<file path="src/alt_pkg.sv">
`timescale 1ns / 1ps
// ----------------------------------------------------------------------------
// Associated Legendre table: shared package
// Word widths and the control bundle that the top level hands to the
// serial multiplier.
// ----------------------------------------------------------------------------
package alt_pkg;

   localparam int VAL_W   = 64;
   localparam int ARG_W   = 32;
   localparam int FIELD_W = 4;
   localparam int COEF_W  = 5;
   localparam int ROOT_W  = 31;
   localparam int A_W     = 37;
   localparam int MAG_W   = 36;
   localparam int P_W     = MAG_W + VAL_W + 1;

   typedef struct packed {
      logic start;
      logic frac_shift;
   } mul_ctl_type;

endpackage

</file>
<file path="src/alt_mul.sv">
`timescale 1ns / 1ps
// ----------------------------------------------------------------------------
// Serial multiplier with shift and saturation
// Forms (a * b) >> sh, sh being zero or the fraction width, one bit of the
// magnitude of a per cycle, then saturates the result to 64 bits.
// ----------------------------------------------------------------------------
module alt_mul #(
   parameter int FRAC_BITS = 30
) (
   input  logic                             clock,
   input  logic                             reset,
   input  alt_pkg::mul_ctl_type             ctl,
   input  logic signed [alt_pkg::A_W-1:0]   mul_a,
   input  logic signed [alt_pkg::VAL_W-1:0] mul_b,
   output logic                             done,
   output logic signed [alt_pkg::VAL_W-1:0] product
);
   import alt_pkg::*;

   typedef enum logic [1:0] {M_IDLE, M_RUN, M_FIN} mstate_type;

   mstate_type             state_ff;
   logic                   done_ff;
   logic                   neg_ff;
   logic                   frac_ff;
   logic [MAG_W-1:0]       amag_ff;
   logic [P_W-2:0]         mcand_ff;
   logic [P_W-2:0]         acc_ff;
   logic signed [VAL_W-1:0] product_ff;

   logic signed [A_W-1:0]   abs_a;
   logic signed [VAL_W-1:0] abs_b;
   logic signed [P_W-1:0]   prod;
   logic signed [P_W-1:0]   shifted;
   logic                    fits;
   logic signed [VAL_W-1:0] sat_in;

   always_comb begin
      abs_a   = mul_a[A_W-1] ? -mul_a : mul_a;
      abs_b   = mul_b[VAL_W-1] ? -mul_b : mul_b;
      prod    = neg_ff ? -$signed({1'b0, acc_ff}) : $signed({1'b0, acc_ff});
      shifted = frac_ff ? (prod >>> FRAC_BITS) : prod;
      fits    = (&shifted[P_W-1:VAL_W-1]) | ~(|shifted[P_W-1:VAL_W-1]);
      if (fits) begin
         sat_in = shifted[VAL_W-1:0];
      end else if (shifted[P_W-1]) begin
         sat_in = {1'b1, {(VAL_W-1){1'b0}}};
      end else begin
         sat_in = {1'b0, {(VAL_W-1){1'b1}}};
      end
   end

   always_ff @(posedge clock) begin
      if (reset) begin
         state_ff <= M_IDLE;
         done_ff  <= 1'b0;
      end else begin
         done_ff <= 1'b0;
         unique case (state_ff)
            M_IDLE: begin
               if (ctl.start) begin
                  neg_ff   <= mul_a[A_W-1] ^ mul_b[VAL_W-1];
                  frac_ff  <= ctl.frac_shift;
                  amag_ff  <= abs_a[MAG_W-1:0];
                  mcand_ff <= {{(P_W-1-VAL_W){1'b0}}, abs_b};
                  acc_ff   <= '0;
                  state_ff <= M_RUN;
               end
            end
            M_RUN: begin
               if (amag_ff == '0) begin
                  state_ff <= M_FIN;
               end else begin
                  if (amag_ff[0]) begin
                     acc_ff <= acc_ff + mcand_ff;
                  end
                  mcand_ff <= {mcand_ff[P_W-3:0], 1'b0};
                  amag_ff  <= {1'b0, amag_ff[MAG_W-1:1]};
               end
            end
            M_FIN: begin
               product_ff <= sat_in;
               done_ff    <= 1'b1;
               state_ff   <= M_IDLE;
            end
            default: state_ff <= M_IDLE;
         endcase
      end
   end

   assign done    = done_ff;
   assign product = product_ff;

endmodule

</file>
<file path="config.mk">
export PLATFORM = sky130hd
export DESIGN_NAME = alt_mul
export DESIGN_NICKNAME = d
export VERILOG_FILES = /design/src/alt_pkg.sv /design/src/alt_mul.sv
export SDC_FILE = /design/constraint.sdc
export NUM_CORES = 1
export LEC_CHECK = 0
export BUFFER_PORTS_ARGS = -buffer_cell sky130_fd_sc_hd__buf_2
export CAP_MARGIN = 25
export CORE_MARGIN = 8
export CORE_UTILIZATION = 30
export DETAILED_ROUTE_END_ITERATION = 8
export GPL_ROUTABILITY_DRIVEN = 0
export PLACE_DENSITY = 0.54
export SYNTH_ARGS = -nofsm -noshare
export SYNTH_HDL_FRONTEND = slang
export SYNTH_SLANG_ARGS = --single-unit
</file>
<file path="constraint.sdc">
create_clock -name clock -period 8.6 [get_ports clock]
set_clock_uncertainty 0.2 [all_clocks]
set_input_delay 0 -clock clock [delete_from_list [all_inputs] [get_ports clock]]
set_output_delay 0 -clock clock [all_outputs]
set_load 0.05 [all_outputs]
</file>
==> metrics.md <==
| Metric | Value |
|---|---|
| Status | `complete, no violations` |
| Die area | `0.08868 mm2` |
| Worst skew pair latency | `560 ps` |
| Worst Hold Path EP | `done` |
| Synth warnings | `0` |
| Syn Nets | `2,917` |
| Critical-path cell list | `nor4_1 -> nand2_1 -> nor3_1 -> nand3_1 -> o21ai_0 -> xor2_1 -> or4_1 -> nor4_1 -> a31oi_1 -> o22ai_4 -> buf_4 -> nor2_1 -> a41o_1` |
| DRC | `0` |
| Fmax | `179.9 MHz` |
| CTS buffer count | `40` |
| Vias in the first global route | `20,854` |
| Max-cap viol count | `0` |
| Routed wire length per instance | `20.32 um` |
| FF-to-FF setup slack | `3040 ps` |
| Setup repair after global routing missed its margin | `no` |
| Primary FF master, synth | `edfxtp_1` |
| Post-synthesis async set-or-reset flop share | `0%` |
| Layout Nets | `3,167` |
| Global-route usage over all layers | `17.70%` |
| H-tree Lvls | `2` |
| FF-to-FF End | `product[46]` |
| Worst hold stages | `3` |
| R2R cell count | `13` |
| Sequential-to-total area share from yosys stat | `38.32%` |
| CTS Sinks | `305` |
| Dominant cells by area after synthesis | `edfxtp_1, xor2_1, nand2_1, ha_1, o21ai_0` |
| Total iterations of the first detailed-routing run | `8` |
| Gr ovfl total | `0` |
| Pleak | `10.53 nW` |
| Number of synthesized flops with an enable pin | `302` |
| Largest net degree at the start of global routing | `95` |
| Via count | `22,013` |
| Worst endpoint required time | `8700 ps` |
| Synth Area per Inst | `8.794 um2` |
| Worst IR drop on VDD | `0.1026 mV` |
| Final period util | `64.62%` |
| CP endpoint kind | `flop` |
| PnR worst setup slack | `3043 ps` |
| Hold_sp | `reset` |
| Unique masters post-synth | `81` |
| Hold crit path type | `in2reg` |
| Initial DRC count | `2,073` |
| Most frequent cells after synthesis | `nand2_1, edfxtp_1, o21ai_0, nor2_1, xor2_1` |
| R2R Path Start | `acc_ff[35]` |
| Die Y | `297.8 um` |
| I/O pin cnt | `170` |
| CTS tree | `built` |
| Syn-to-layout area delta | `20.33%` |
| Global-route wire length before repair | `127,000 um` |
| Wirelength, routed | `82,090 um` |
| CP Launch Type | `flop` |
| Post-Synthesis Cell Area | `0.02382 mm2` |
| Proportion of layout cells with a drive suffix above 1 | `9.502%` |
| Initial antenna violation count | `1` |
| Critical path class | `reg2reg` |
| Clock period minus worst slack | `5557 ps` |
| Root Buffer | `clkbuf_16` |
| Count leader, synth | `nand2_1` |
| Power density over the cells | `168.4 mW/mm2` |
| Post-DP HPWL | `62,360 um` |
| Final std cells w/o fill | `4,040` |
| I/O Buffers | `169` |
| Avg Vias per Cell | `5.449` |
| CP Data Arrival Time | `5650 ps` |
| Post-Place Setup Slack | `3190 ps` |
| Largest area contributor in the netlist | `edfxtp_1` |
| Placed Cells incl. Taps | `3,787` |
| #FFs+latches synth | `305` |
| Final TNS setup | `0 ps` |
| Post-CTS setup buffer count | `0` |
| Fin. Hold Viols | `0` |
| CTS Buffer Depth | `3` |
| Clk pin slew, worst setup/hold paths | `60 ps` |
| Final setup fails | `0` |
| Antenna Nets Post-Route | `0` |
| Relative slew slack | `32.58%` |
| Crit path largest cell delay | `640 ps` |
| Slew of the pin with the lowest slew margin | `1001 ps` |
| Slew Limit Fails | `0` |
| Cells after Synth | `2,709` |
| Critical Path Fanout Max | `65` |
| Die W | `297.8 um` |
| Cell Rows | `103` |
| Slowest CP cell | `edfxtp_1` |
| Core Box Area | `0.07874 mm2` |
| Yosys top cell area share | `38.07%` |
| Initial Util | `30.25%` |
| Crit path top cell by count | `nor4_1` |
[cell type report]
| type | instances | area [um2] |
|---|---|---|
| fill | 8056 | 50080 |
| multi-input combinational | 2201 | 13890 |
| sequential | 305 | 9129 |
| timing repair buffer | 368 | 2833 |
| tap | 1050 | 1314 |
| clock buffer | 46 | 1045 |
| clock inverter | 26 | 286.5 |
| inverter | 43 | 161.4 |
| antenna | 1 | 2.502 |
[worst max path at each step]
stage          slack (ps)        start           to
2_1_floorplan         340  state_ff[0]    acc_ff[0]
3_3_place_gp         3130   acc_ff[76]   product[3]
3_5_place_dp         3190   acc_ff[76]  product[46]
4_1_cts              3170   acc_ff[76]  product[46]
5_1_grt              2660   acc_ff[46]  product[46]
6_report             3040   acc_ff[35]  product[46]
[metal layers]
metal / up-vias / GRT usage, % / part of all wire, %
met2: 829 / 26.34 / 43
met1: 10447 / 25.98 / 47
met4: 0 / 4.387 / 2.4
met5: - / 0 / 0
li1: 10621 / - / -
met3: 116 / 3.539 / 7.9
[cell families after synthesis]
kind of cell,after synthesis,share of synthesized area [%]
simple gates,1051,21.65
compound gates,750,19.94
flops,305,38.32
xor+xnor,274,10.07
buf+inv,203,3.535
fa+ha+maj,103,5.441
mux,23,1.035
[what timing repair did]
item | 4_1_cts | 5_1_grt
endpoints found under the hold margin | 116 | 3
hold buffers | 178 | 1
gates resized for setup | 0 | 0
[report_power, final]
part           internal, mW  switching [mW]
sequential             1.76           0.130
combinational         0.485           0.716
clock                  1.05           0.681
total                  3.30            1.53
[sequential cells by signal, indices dropped and copies added (netlist names)]
| register | count |
|---|---|
| done | 1 |
| product | 64 |
| frac_ff | 1 |
| acc_ff | 100 |
| amag_ff | 36 |
| state_ff | 2 |
| neg_ff | 1 |
| mcand_ff | 100 |
[through the flow]
stage	utilization (%)	area, um2	hold slack, ps	power (mW)
3_5_place_dp	32.41	25520	-13.28	3.009
6_report	36.40	28670	92.82	4.827
4_1_cts	36.36	28630	33.36	4.853
2_1_floorplan	-	23820	-124.2	2.667
5_1_grt	36.40	28670	66.76	5.062
3_3_place_gp	32.35	25470	-20.41	3.010
[critical path: cells and delay by family (launching register included)]
kind / cells / cell delay [ps]
AO/OA/AOI/OAI: 4 / 860
XOR/XNOR: 1 / 160
buffers and inverters: 1 / 550
flip-flops: 1 / 640
AND/OR/NAND/NOR: 7 / 2870
[placed cells by master (no fill, tap or decap), drive strengths merged, types with 48 or more instances in the layout]
| cell type | instances |
|---|---|
| o21ai | 240 |
| a21o | 66 |
| ha | 102 |
| nor4 | 48 |
| xnor2 | 101 |
| edfxtp | 302 |
| buf | 189 |
| a21oi | 154 |
| xor2 | 173 |
| o31ai | 64 |
| nor3 | 58 |
| nand2 | 382 |
| nor2 | 202 |
| dlygate4sd3 | 179 |
| nand4 | 64 |
No activity file was read; power rests on OpenSTA's default activity.
