--- config.mk ---
export PLATFORM = sky130hd
export DESIGN_NAME = alt_div
export DESIGN_NICKNAME = d
export VERILOG_FILES = /design/src/alt_pkg.sv /design/src/alt_div.sv
export SDC_FILE = /design/constraint.sdc
export NUM_CORES = 1
export LEC_CHECK = 0
export BUFFER_PORTS_ARGS = -buffer_cell sky130_fd_sc_hd__buf_4
export CAP_MARGIN = 20
export CORE_MARGIN = 3
export CORE_UTILIZATION = 59
export CTS_CLUSTER_SIZE = 12
export DETAILED_ROUTE_END_ITERATION = 10
export PLACE_DENSITY = 0.83
export SYNTH_ARGS = -nofsm -noshare
export SYNTH_HDL_FRONTEND = slang
export SYNTH_SLANG_ARGS = --single-unit
--- constraint.sdc ---
create_clock -name clock -period 11.7 [get_ports clock]
set_clock_uncertainty 0.05 [all_clocks]
set_input_delay 0.585 -clock clock [delete_from_list [all_inputs] [get_ports clock]]
set_output_delay 0.585 -clock clock [all_outputs]
set_load 0.05 [all_outputs]
--- src/alt_pkg.sv ---
`timescale 1ns / 1ps
// ----------------------------------------------------------------------------
// Associated Legendre table: shared package
// Word widths and the control bundle that the top level hands to the
// serial multiplier.
// ----------------------------------------------------------------------------
package alt_pkg;

   localparam int VAL_W   = 64;
   localparam int ARG_W   = 32;
   localparam int FIELD_W = 4;
   localparam int COEF_W  = 5;
   localparam int ROOT_W  = 31;
   localparam int A_W     = 37;
   localparam int MAG_W   = 36;
   localparam int P_W     = MAG_W + VAL_W + 1;

   typedef struct packed {
      logic start;
      logic frac_shift;
   } mul_ctl_type;

endpackage

--- src/alt_div.sv ---
`timescale 1ns / 1ps
// ----------------------------------------------------------------------------
// Serial divider by a small integer
// Restoring division of a signed 64-bit word by a 4-bit divisor, one quotient
// bit per cycle, truncating toward zero.
// ----------------------------------------------------------------------------
module alt_div (
   input  logic                               clock,
   input  logic                               reset,
   input  logic                               start,
   input  logic signed [alt_pkg::VAL_W-1:0]   dividend,
   input  logic [alt_pkg::FIELD_W-1:0]        divisor,
   output logic                               done,
   output logic signed [alt_pkg::VAL_W-1:0]   quotient
);
   import alt_pkg::*;

   typedef enum logic [1:0] {D_IDLE, D_RUN, D_FIN} dstate_type;

   dstate_type              state_ff;
   logic                    done_ff;
   logic                    neg_ff;
   logic [FIELD_W-1:0]      dv_ff;
   logic [FIELD_W-1:0]      rem_ff;
   logic [VAL_W-1:0]        mag_ff;
   logic [5:0]              cnt_ff;
   logic signed [VAL_W-1:0] quot_ff;

   logic signed [VAL_W-1:0] abs_n;
   logic [FIELD_W:0]        rem_sh;
   logic                    qbit;
   logic [FIELD_W:0]        rem_sub;

   always_comb begin
      abs_n   = dividend[VAL_W-1] ? -dividend : dividend;
      rem_sh  = {rem_ff, mag_ff[VAL_W-1]};
      qbit    = rem_sh >= {1'b0, dv_ff};
      rem_sub = rem_sh - {1'b0, dv_ff};
   end

   always_ff @(posedge clock) begin
      if (reset) begin
         state_ff <= D_IDLE;
         done_ff  <= 1'b0;
      end else begin
         done_ff <= 1'b0;
         unique case (state_ff)
            D_IDLE: begin
               if (start) begin
                  neg_ff   <= dividend[VAL_W-1];
                  mag_ff   <= abs_n;
                  dv_ff    <= divisor;
                  rem_ff   <= '0;
                  cnt_ff   <= '0;
                  state_ff <= D_RUN;
               end
            end
            D_RUN: begin
               rem_ff <= qbit ? rem_sub[FIELD_W-1:0] : rem_sh[FIELD_W-1:0];
               mag_ff <= {mag_ff[VAL_W-2:0], qbit};
               cnt_ff <= cnt_ff + 6'd1;
               if (cnt_ff == 6'd63) begin
                  state_ff <= D_FIN;
               end
            end
            D_FIN: begin
               quot_ff  <= neg_ff ? -$signed(mag_ff) : $signed(mag_ff);
               done_ff  <= 1'b1;
               state_ff <= D_IDLE;
            end
            default: state_ff <= D_IDLE;
         endcase
      end
   end

   assign done     = done_ff;
   assign quotient = quot_ff;

endmodule

==> results.cfg, run 1 <==
[run_status]
outcome = finished clean

[timing]
timing.final.hold_violations = 0
finalSetupViolCount = 0
timing.setup.tns_ns = 0
max-slew-margin-rel_pct = 29.05
finalWorstPathRequiredPeriod_ns = 3.370
worst_hold_slack_ns = 0.2796
worst_pin_slew_ns = 1.064
rsz0062_at_grt = no
final-max-slew-violation-count = 0
fmax_mhz = 296.7
layout_worst_path_cycle_share_pct = 28.81

[global_route]
vias_in_the_first_global_route = 6478
largest_net_degree_at_the_start_of_global_routing = 84
grt_first_pass_wirelength_mm = 33.24
globalRouteTotalUtil_pct = 26.95
grt.overflow.total = 0
number_of_antenna_violations_at_the_first_check_in_global_routing = 0

[setup_path]
worstPathMaxFanout = 13
cp_num_buf_inv = 0
crit_path_start_kind = flop
cp_top_family = simple AND/OR/NAND/NOR gates
worstPathCellList = nor4_1, nand3b_1, nor3_2, nand3_1, o41ai_1, xnor2_1
ff_to_ff_setup_slack_ns = 8.33
endpoint_kind = flop
criticalPathCategory = flop to flop
worst_path_largest_cell_delay_ns = 0.57
crit_slowest_cell = o41ai_1
cp_data_arrival_time_ns = 3.49
worstSetupStartpoint = mag_ff[12]
worstReg2RegStart = mag_ff[12]
cp_data_required_time_ns = 11.82

[cells_and_area]
areaGrowthSynthToFinish_pct = 21.14
utilization_pct = 74.74
number_of_antenna_diodes = 0
layout-drive-gt1-share_pct = 22.16
num-nets-final = 965

[clock_tree]
tritoncts_buffers = 17
cts_tree = built
cts_setup_buffers = 0
clk-insertion-delay-late_ns = 0.43
ctsLongestPathBuffers = 2
cts-htree-levels = 4
cts-hold-fix-buffers = 0
ctsRootBufferMaster = clkbuf_16
cts.sink_count = 146
cts.repair.resized = 0
cts.clk_slew.worst_paths_ns = 0.06

[yosys]
synth_compound_gate_area_share_pct = 13.97
count_of_warnings_emitted_by_yosys = 0
edff_count_synth = 143
synth_unique_cells = 55
async_flop_share_pct = 0
syn_nets = 844
synth-main-ff-cell = edfxtp_1
synth-seq-cells = 146
synth-simple-area-share_pct = 16.37
portion_of_the_post_synthesis_area_used_by_sequential_elements_pct = 52.26
netlist.area_leader.share_pct = 51.54
yosys-top-cells-area = edfxtp_1 (52%), xnor2_1 (7.3%), xor2_1 (6.0%)
synth_top_family_by_area = simple AND/OR/NAND/NOR gates
post_synth_mux_area_share_pct = 0.4205
netlist_instances = 765
syn_area_um2 = 8332
synthAdderAreaFrac_pct = 1.291
avgSynthCellArea_um2 = 10.89
dominant_cell_type_by_area_after_synthesis = edfxtp_1
xor_xnor_share_of_the_synthesized_area_pct = 13.25

[placed_design]
port-buffer-count = 135
hpwlAfterDp_mm = 14.41
routabilityCongestion = 0.8897

[route]
drt_first_pass_iters = 6
drt_drc_violations_left = 0
finalWirelength_mm = 20.86
drt.antenna.violating_nets = 0
vias = 6664
route.detailed.vias_per_inst = 6.205
avgRoutedWirePerCell_um = 19.43
detailedRoute.firstIterationViolations = 888

[power]
ir_drop_mv = 0.1080
pwr_density_cell_nw_per_um2 = 140.2
finalPower_mw = 1.415
leak_pwr_nw = 3.512

[floorplanning]
number_of_i_o_pins = 136
initial_utilization_pct = 61.69
fp-row-count = 42
dieHeight_um = 124.8
core_outline_area_um2 = 13510
floorplan.die_area_um2 = 15580
die_span_in_x_um = 124.8

[run]
timing.max_cap.violations = 0

[min_path]
worst_hold_startpoint = divisor[1]
hold_path_class = primary input to flop
-- layout by cell type, fill, tap and decap left out, types with 16 or more instances in the layout --
| cell | netlist | routed |
|---|---|---|
| or3_1 | 16 | 16 |
| a21oi_1 | 23 | 23 |
| xor2_1 | 57 | 57 |
| buf_4 | 0 | 141 |
| nor2_1 | 50 | 50 |
| xnor2_1 | 69 | 69 |
| o41ai_1 | 26 | 26 |
| nand2_1 | 78 | 78 |
| edfxtp_1 | 143 | 143 |
| o21ai_0 | 74 | 74 |
| clkbuf_16 | 0 | 17 |
| nor3_1 | 18 | 17 |
| o31ai_1 | 35 | 35 |
| or4_1 | 17 | 17 |
-- logic make-up (layout without fill, tap and decap cells) --
| kind of cell | after synthesis | in the layout |
|---|---|---|
| adders and majority gates | 8 | 8 |
| DFF | 146 | 146 |
| AOI/OAI and AO/OA | 178 | 178 |
| xor gates and xnor gates | 126 | 126 |
| and+or+nand+nor | 253 | 253 |
| buffers and inverters | 51 | 184 |
| muxes | 3 | 3 |
-- cell usage after synthesis (2+ instances only) --
master	n
edfxtp_1	143
nand2_1	78
o21ai_0	74
xnor2_1	69
xor2_1	57
nor2_1	50
o31ai_1	35
clkbuf_1	29
o41ai_1	26
a21oi_1	23
nor3_1	18
or4_1	17
or3_1	16
nand3_1	13
inv_1	12
nand4_1	9
or2_2	8
ha_1	7
nor4_1	7
nand2b_1	6
buf_1	5
nor2b_1	5
o21ai_1	5
buf_2	4
nor4_2	4
dfxtp_1	3
nand3b_1	3
nor4_4	3
o41ai_2	3
a211oi_1	2
a21o_1	2
and2_1	2
mux2i_1	2
nor3b_1	2
nor4b_1	2
o211ai_1	2
-- routing by layer --
metal / part of all wire (%) / GRT usage (%) / wire length [µm] / vias up
met5: 0 / 0 / 0 / -
met4: 2.7 / 11.61 / 554 / 0
met1: 39 / 35.52 / 8061 / 3123
met2: 49 / 42.81 / 10120 / 388
li1: - / - / - / 3115
met3: 10 / 6.518 / 2126 / 38
-- area by class of cell --
type / count / area, µm²
Fill cell: 868 / 3412
Clock buffer: 19 / 432.9
Sequential cell: 146 / 4354
Timing Repair Buffer: 141 / 1059
Inverter: 12 / 45.04
Tap cell: 176 / 220.2
Clock inverter: 12 / 188.9
Multi-Input combinational cell: 568 / 3794
-- flip-flops by register name (all words and copies together), names as in the netlist --
signal / count
dv_ff: 4
state_ff: 2
rem_ff: 4
quotient: 64
done: 1
cnt_ff: 6
mag_ff: 64
neg_ff: 1
-- final timing paths --
kind / end / depth (start not counted)
worst max register to register: quotient[42] / 6
worst min register to register: quotient[0] / 0
worst max-delay path: quotient[42] / 6
worst min-delay path: dv_ff[1] / 1
-- power by group --
part / switching, mW / total, mW / leakage (nW) / internal, mW
clock network: 0.207 / 0.581 / 0.302 / 0.374
registers: 0.0328 / 0.654 / 1.35 / 0.622
logic: 0.103 / 0.180 / 1.86 / 0.0776
-- per-stage QoR --
stage | worst slack [ns] | instances | instance area [µm²]
6_report | 8.330 | 1074 | 10090
5_1_grt | 8.196 | 1074 | 10090
4_1_cts | 8.398 | 1074 | 10090
2_1_floorplan | 5.400 | 765 | 8332
3_5_place_dp | 8.118 | 1043 | 9472
3_3_place_gp | 8.262 | 1043 | 9472
No activity file was read; power rests on OpenSTA's default activity.
==> inputs of run 2 (changes only) <==
--- a/config.mk
+++ b/config.mk
@@ -8,10 +8,10 @@
 export BUFFER_PORTS_ARGS = -buffer_cell sky130_fd_sc_hd__buf_4
 export CAP_MARGIN = 20
 export CORE_MARGIN = 3
-export CORE_UTILIZATION = 59
+export CORE_UTILIZATION = 57
 export CTS_CLUSTER_SIZE = 12
 export DETAILED_ROUTE_END_ITERATION = 10
-export PLACE_DENSITY = 0.83
+export PLACE_DENSITY = 0.8
 export SYNTH_ARGS = -nofsm -noshare
 export SYNTH_HDL_FRONTEND = slang
 export SYNTH_SLANG_ARGS = --single-unit
==> constraint.sdc (replaced) <==
create_clock -name clock -period 3.2 [get_ports clock]
set_clock_uncertainty 0.05 [all_clocks]
set_input_delay 0.16 -clock clock [delete_from_list [all_inputs] [get_ports clock]]
set_output_delay 0.16 -clock clock [all_outputs]
set_load 0.05 [all_outputs]
==> results.cfg, run 2 (synthesis gave the netlist of run 1 again) <==
[clock_tree]
cts_setup_buffers = 0
tritoncts_buffers = 17
clk-insertion-delay-late_ns = 0.43
ctsRootBufferMaster = clkbuf_16
cts.clk_slew.worst_paths_ns = 0.06
ctsLongestPathBuffers = 2
cts_tree = built
cts-htree-levels = 4
cts.sink_count = 146

[floorplanning]
die_span_in_x_um = 126.9
number_of_i_o_pins = 136
fp-row-count = 43
dieHeight_um = 126.9
core_outline_area_um2 = 14100
floorplan.die_area_um2 = 16100
initial_utilization_pct = 59.11

[power]
p_comb_share_pct = 13.5
leak_pwr_nw = 3.525
ir_drop_mv = 0.3636
pwr_density_cell_nw_per_um2 = 494.8
power.share.switching_pct = 24.85
psw_mw = 1.246
power.internal_mw = 3.769
power.share.sequential_pct = 47.6
finalPower_mw = 5.016
clockPowerShare_pct = 38.9

[setup_path]
worstPathCellList = nor4_1, nand2_1, or3_1, o41ai_1, xnor2_1
terminus_of_the_critical_flop_to_flop_path = quotient[54]
timing.reg2reg.worst_path_depth = 5
worstSetupStartpoint = mag_ff[37]
cp_data_arrival_time_ns = 3.07
worstReg2RegStart = mag_ff[37]
criticalPathCategory = flop to flop
ff_to_ff_setup_slack_ns = 0.23
crit_path_start_kind = flop
worstPathMaxFanout = 8
cp_data_required_time_ns = 3.31
crit_slowest_cell = nor4_1
worst_path_largest_cell_delay_ns = 0.61
endpoint_kind = flop

[timing]
rsz0062_at_grt = no
timing.setup.tns_ns = 0
max-slew-margin-rel_pct = 40.70
finalSetupViolCount = 0
timing.final.hold_violations = 0
worst_pin_slew_ns = 0.8895
fmax_mhz = 336.9
finalWorstPathRequiredPeriod_ns = 2.968
layout_worst_path_cycle_share_pct = 92.75
final-max-slew-violation-count = 0

[global_route]
number_of_antenna_violations_at_the_first_check_in_global_routing = 0
grt_first_pass_wirelength_mm = 34.35
grt.overflow.total = 0
globalRouteTotalUtil_pct = 27.00
largest_net_degree_at_the_start_of_global_routing = 75
vias_in_the_first_global_route = 6721

[placed_design]
port-buffer-count = 135
placed_area_um2 = 9524
hpwlAfterDp_mm = 14.78
routabilityCongestion = 0.8707

[route]
vias = 6796
route.detailed.vias_per_inst = 6.252
drt_drc_violations_left = 0
drt.antenna.violating_nets = 0
avgRoutedWirePerCell_um = 19.85
finalWirelength_mm = 21.58
drt_first_pass_iters = 7
detailedRoute.firstIterationViolations = 775

[cells_and_area]
number_of_antenna_diodes = 0
layout-drive-gt1-share_pct = 21.72
areaGrowthSynthToFinish_pct = 21.67
final_cell_area_um2 = 10140
num-nets-final = 974
layout_common_cells = edfxtp_1 (143), buf_4 (143), nand2_1 (78)

[min_path]
timing.hold.worst_path_depth = 3
worst_hold_startpoint = dividend[0]
hold_path_class = primary input to flop
min_delay_worst_endpoint = mag_ff[0]

[run]
timing.max_cap.violations = 0

[run_status]
outcome = finished clean
-- run 2: worst max-delay path by stage --
| stage | end | slack, ns | cells past startpoint |
|---|---|---|---|
| after floorplan | cnt_ff[0] | 0.44 | 2 |
| after global placement | quotient[60] | 0.44 | 5 |
| after detailed placement | quotient[58] | 0.35 | 5 |
| after CTS | quotient[54] | 0.27 | 5 |
| after global routing | quotient[54] | 0.05 | 5 |
| final | quotient[54] | 0.23 | 5 |
-- run 2: repair_timing --
item,in CTS,in global routing
endpoints found under the hold margin,6,0
hold buffers,5,0
setup endpoints to repair,0,0
resized for setup,0,0
-- run 2: per-stage QoR --
step	hold slack, ns	setup slack, ns	utilization (%)	std cells
after floorplan	0.1858	0.4448	-	765
after global placement	0.2884	0.4367	67.57	1050
after detailed placement	0.2893	0.3502	67.57	1050
after CTS	0.003859	0.2667	71.88	1086
after global routing	0.05869	0.05068	71.92	1087
final	0.01789	0.2319	71.92	1087
-- run 2: layer usage --
| layer | vias up | wire, µm | track usage (%) |
|---|---|---|---|
| li1 | 3130 | - | - |
| met1 | 3279 | 8487 | 35.24 |
| met2 | 339 | 10650 | 43.34 |
| met3 | 48 | 1807 | 5.600 |
| met4 | 0 | 641 | 12.87 |
| met5 | - | 0 | 0 |
-- run 2: final cells by class --
class | instances | area (µm²)
inverter | 12 | 45.04
fill | 996 | 3959
clock inverter | 9 | 113.9
tap | 180 | 225.2
timing repair buffer | 150 | 1149
sequential | 146 | 4354
clock buffer | 22 | 444.2
multi-input combinational | 568 | 3806
-- run 2: power by group through the flow --
stage	registers (mW)	clock network (mW)	logic [mW]
detailed placement	2.42	0	0.657
CTS	2.39	1.96	0.671
global placement	2.42	0	0.632
global route	2.40	2.04	0.748
finish	2.39	1.95	0.676
floorplan	2.39	0	0.438
-- run 2: critical path: cells and delay by family, from the launching register on --
family | cells | cell delay (ns)
AOI/OAI and AO/OA | 1 | 0.54
xor gates and xnor gates | 1 | 0.14
DFF | 1 | 0.46
and+or+nand+nor | 3 | 1.51
==> inputs of run 3 (changes only) <==
--- a/config.mk
+++ b/config.mk
@@ -7,11 +7,11 @@
 export LEC_CHECK = 0
 export BUFFER_PORTS_ARGS = -buffer_cell sky130_fd_sc_hd__buf_4
 export CAP_MARGIN = 20
+export CORE_ASPECT_RATIO = 0.7
 export CORE_MARGIN = 3
-export CORE_UTILIZATION = 57
+export CORE_UTILIZATION = 27
 export CTS_CLUSTER_SIZE = 12
 export DETAILED_ROUTE_END_ITERATION = 10
-export PLACE_DENSITY = 0.8
 export SYNTH_ARGS = -nofsm -noshare
 export SYNTH_HDL_FRONTEND = slang
 export SYNTH_SLANG_ARGS = --single-unit
==> results.cfg, run 3 (synthesis gave the netlist of run 1 again) <==
[run_status]
outcome = finished clean

[placed_design]
hpwlAfterDp_mm = 18.18
placed_area_um2 = 9917
routabilityCongestion = 0.8127
port-buffer-count = 135

[setup_path]
worstPathMaxFanout = 6
worstReg2RegStart = mag_ff[13]
ff_to_ff_setup_slack_ns = 0.31
timing.reg2reg.worst_path_depth = 6
worstPathCellList = nor4_1, nand3b_1, nor4_4, nand4_1, o31ai_1, xnor2_1
cp_data_arrival_time_ns = 3.02
cp_top_family = simple AND/OR/NAND/NOR gates
worst_path_largest_cell_delay_ns = 0.54
crit_slowest_cell = nor4_4
crit_path_start_kind = flop
cp_data_required_time_ns = 3.33
cp_num_buf_inv = 0
terminus_of_the_critical_flop_to_flop_path = quotient[63]
endpoint_kind = flop
criticalPathCategory = flop to flop

[clock_tree]
tritoncts_buffers = 17
cts-hold-fix-buffers = 6
clk-insertion-delay-late_ns = 0.44
cts_tree = built
cts.clk_slew.worst_paths_ns = 0.06
ctsLongestPathBuffers = 2
cts-htree-levels = 4
cts_setup_buffers = 0
ctsRootBufferMaster = clkbuf_16
cts.sink_count = 146
cts.repair.resized = 0

[power]
power.share.sequential_pct = 46.1
leak_pwr_nw = 3.616
psw_mw = 1.340
p_comb_share_pct = 13.2
ir_drop_mv = 0.2816
power.share.switching_pct = 25.88
finalPower_mw = 5.177
clockPowerShare_pct = 40.6
pwr_density_cell_nw_per_um2 = 488.9
power.internal_mw = 3.837

[cells_and_area]
multi_input_comb_area_um2 = 3806
layout_common_cells = buf_4 (154), edfxtp_1 (143), nand2_1 (78)
layout-drive-gt1-share_pct = 23.80
areaGrowthSynthToFinish_pct = 27.11
layout.filler_cells = 3084
mostFrequentLayoutCell = buf_4
num-nets-final = 986
number_of_antenna_diodes = 0
register_area_um2 = 4354
final_cell_area_um2 = 10590

[timing]
max-slew-margin-rel_pct = 57.26
rsz0062_at_grt = no
final-max-slew-violation-count = 0
worst_pin_slew_ns = 0.6321
timing.setup.tns_ns = 0
finalSetupViolCount = 0
finalWorstPathRequiredPeriod_ns = 2.888
fmax_mhz = 346.3
timing.final.hold_violations = 0
layout_worst_path_cycle_share_pct = 90.25

[global_route]
vias_in_the_first_global_route = 6168
globalRouteTotalUtil_pct = 14.60
number_of_antenna_violations_at_the_first_check_in_global_routing = 0
grt_first_pass_wirelength_mm = 36.83
grt.overflow.total = 0
largest_net_degree_at_the_start_of_global_routing = 75

[route]
drt_drc_violations_left = 0
route.detailed.vias_per_inst = 4.905
avgRoutedWirePerCell_um = 18.33
detailedRoute.firstIterationViolations = 467
drt_first_pass_iters = 5
vias = 6534
finalWirelength_mm = 24.42
drt.antenna.violating_nets = 0

[min_path]
min_delay_worst_endpoint = mag_ff[51]
hold_path_class = primary input to flop
worst_hold_startpoint = dividend[51]
timing.hold.worst_path_depth = 3

[floorplanning]
number_of_i_o_pins = 136
die_span_in_x_um = 216.0
floorplan.die_area_um2 = 33040
initial_utilization_pct = 27.61
core_outline_area_um2 = 30170
dieHeight_um = 153.0
fp-row-count = 53

[run]
timing.max_cap.violations = 0
-- run 3: cell type report --
cell class,count,share of cell area (%)
Clock buffer,19,4.277
Inverter,12,0.4253
Clock inverter,13,1.512
Sequential cell,146,41.12
Tap cell,412,4.868
Timing Repair Buffer,162,11.86
Multi-Input combinational cell,568,35.94
-- run 3: per-stage QoR --
stage | hold WS [ns] | worst slack (ns) | std cells | util (%)
after floorplan | 0.1858 | 0.4448 | 765 | -
after global placement | 0.2908 | 0.4144 | 1294 | 32.87
after detailed placement | 0.2896 | 0.3634 | 1294 | 32.87
after CTS | 0.04889 | 0.3475 | 1332 | 35.10
after global routing | 0.06263 | 0.1291 | 1332 | 35.10
final | 0.05889 | 0.3120 | 1332 | 35.10
-- run 3: power by group through the flow --
| stage | clock, mW | sequential [mW] | combinational, mW |
|---|---|---|---|
| floorplan | 0 | 2.39 | 0.438 |
| global placement | 0 | 2.42 | 0.673 |
| detailed placement | 0 | 2.43 | 0.678 |
| CTS | 2.15 | 2.39 | 0.691 |
| global route | 2.23 | 2.40 | 0.767 |
| finish | 2.10 | 2.39 | 0.684 |
-- run 3: worst max-delay path by stage --
| stage | startpoint | end | cells past startpoint |
|---|---|---|---|
| global route | mag_ff[13] | quotient[49] | 6 |
| detailed placement | mag_ff[20] | quotient[63] | 6 |
| finish | mag_ff[13] | quotient[63] | 6 |
| floorplan | state_ff[0] | cnt_ff[0] | 2 |
| global placement | mag_ff[21] | quotient[63] | 6 |
| CTS | mag_ff[20] | quotient[63] | 6 |
-- run 3: layer usage --
layer | GRT usage, % | vias to the layer above | part of all wire [%]
met2 | 21.75 | 207 | 43
li1 | - | 3154 | -
met5 | 0 | - | 0
met3 | 3.975 | 14 | 7.5
met4 | 3.311 | 0 | 0.95
met1 | 21.19 | 3159 | 48
-- run 3: worst reg2reg max path, cell delays in order (launching register included) --
cell      delay, ns
edfxtp_1       0.45
nor4_1         0.45
nand3b_1       0.35
nor4_4         0.54
nand4_1        0.35
o31ai_1        0.35
xnor2_1        0.10
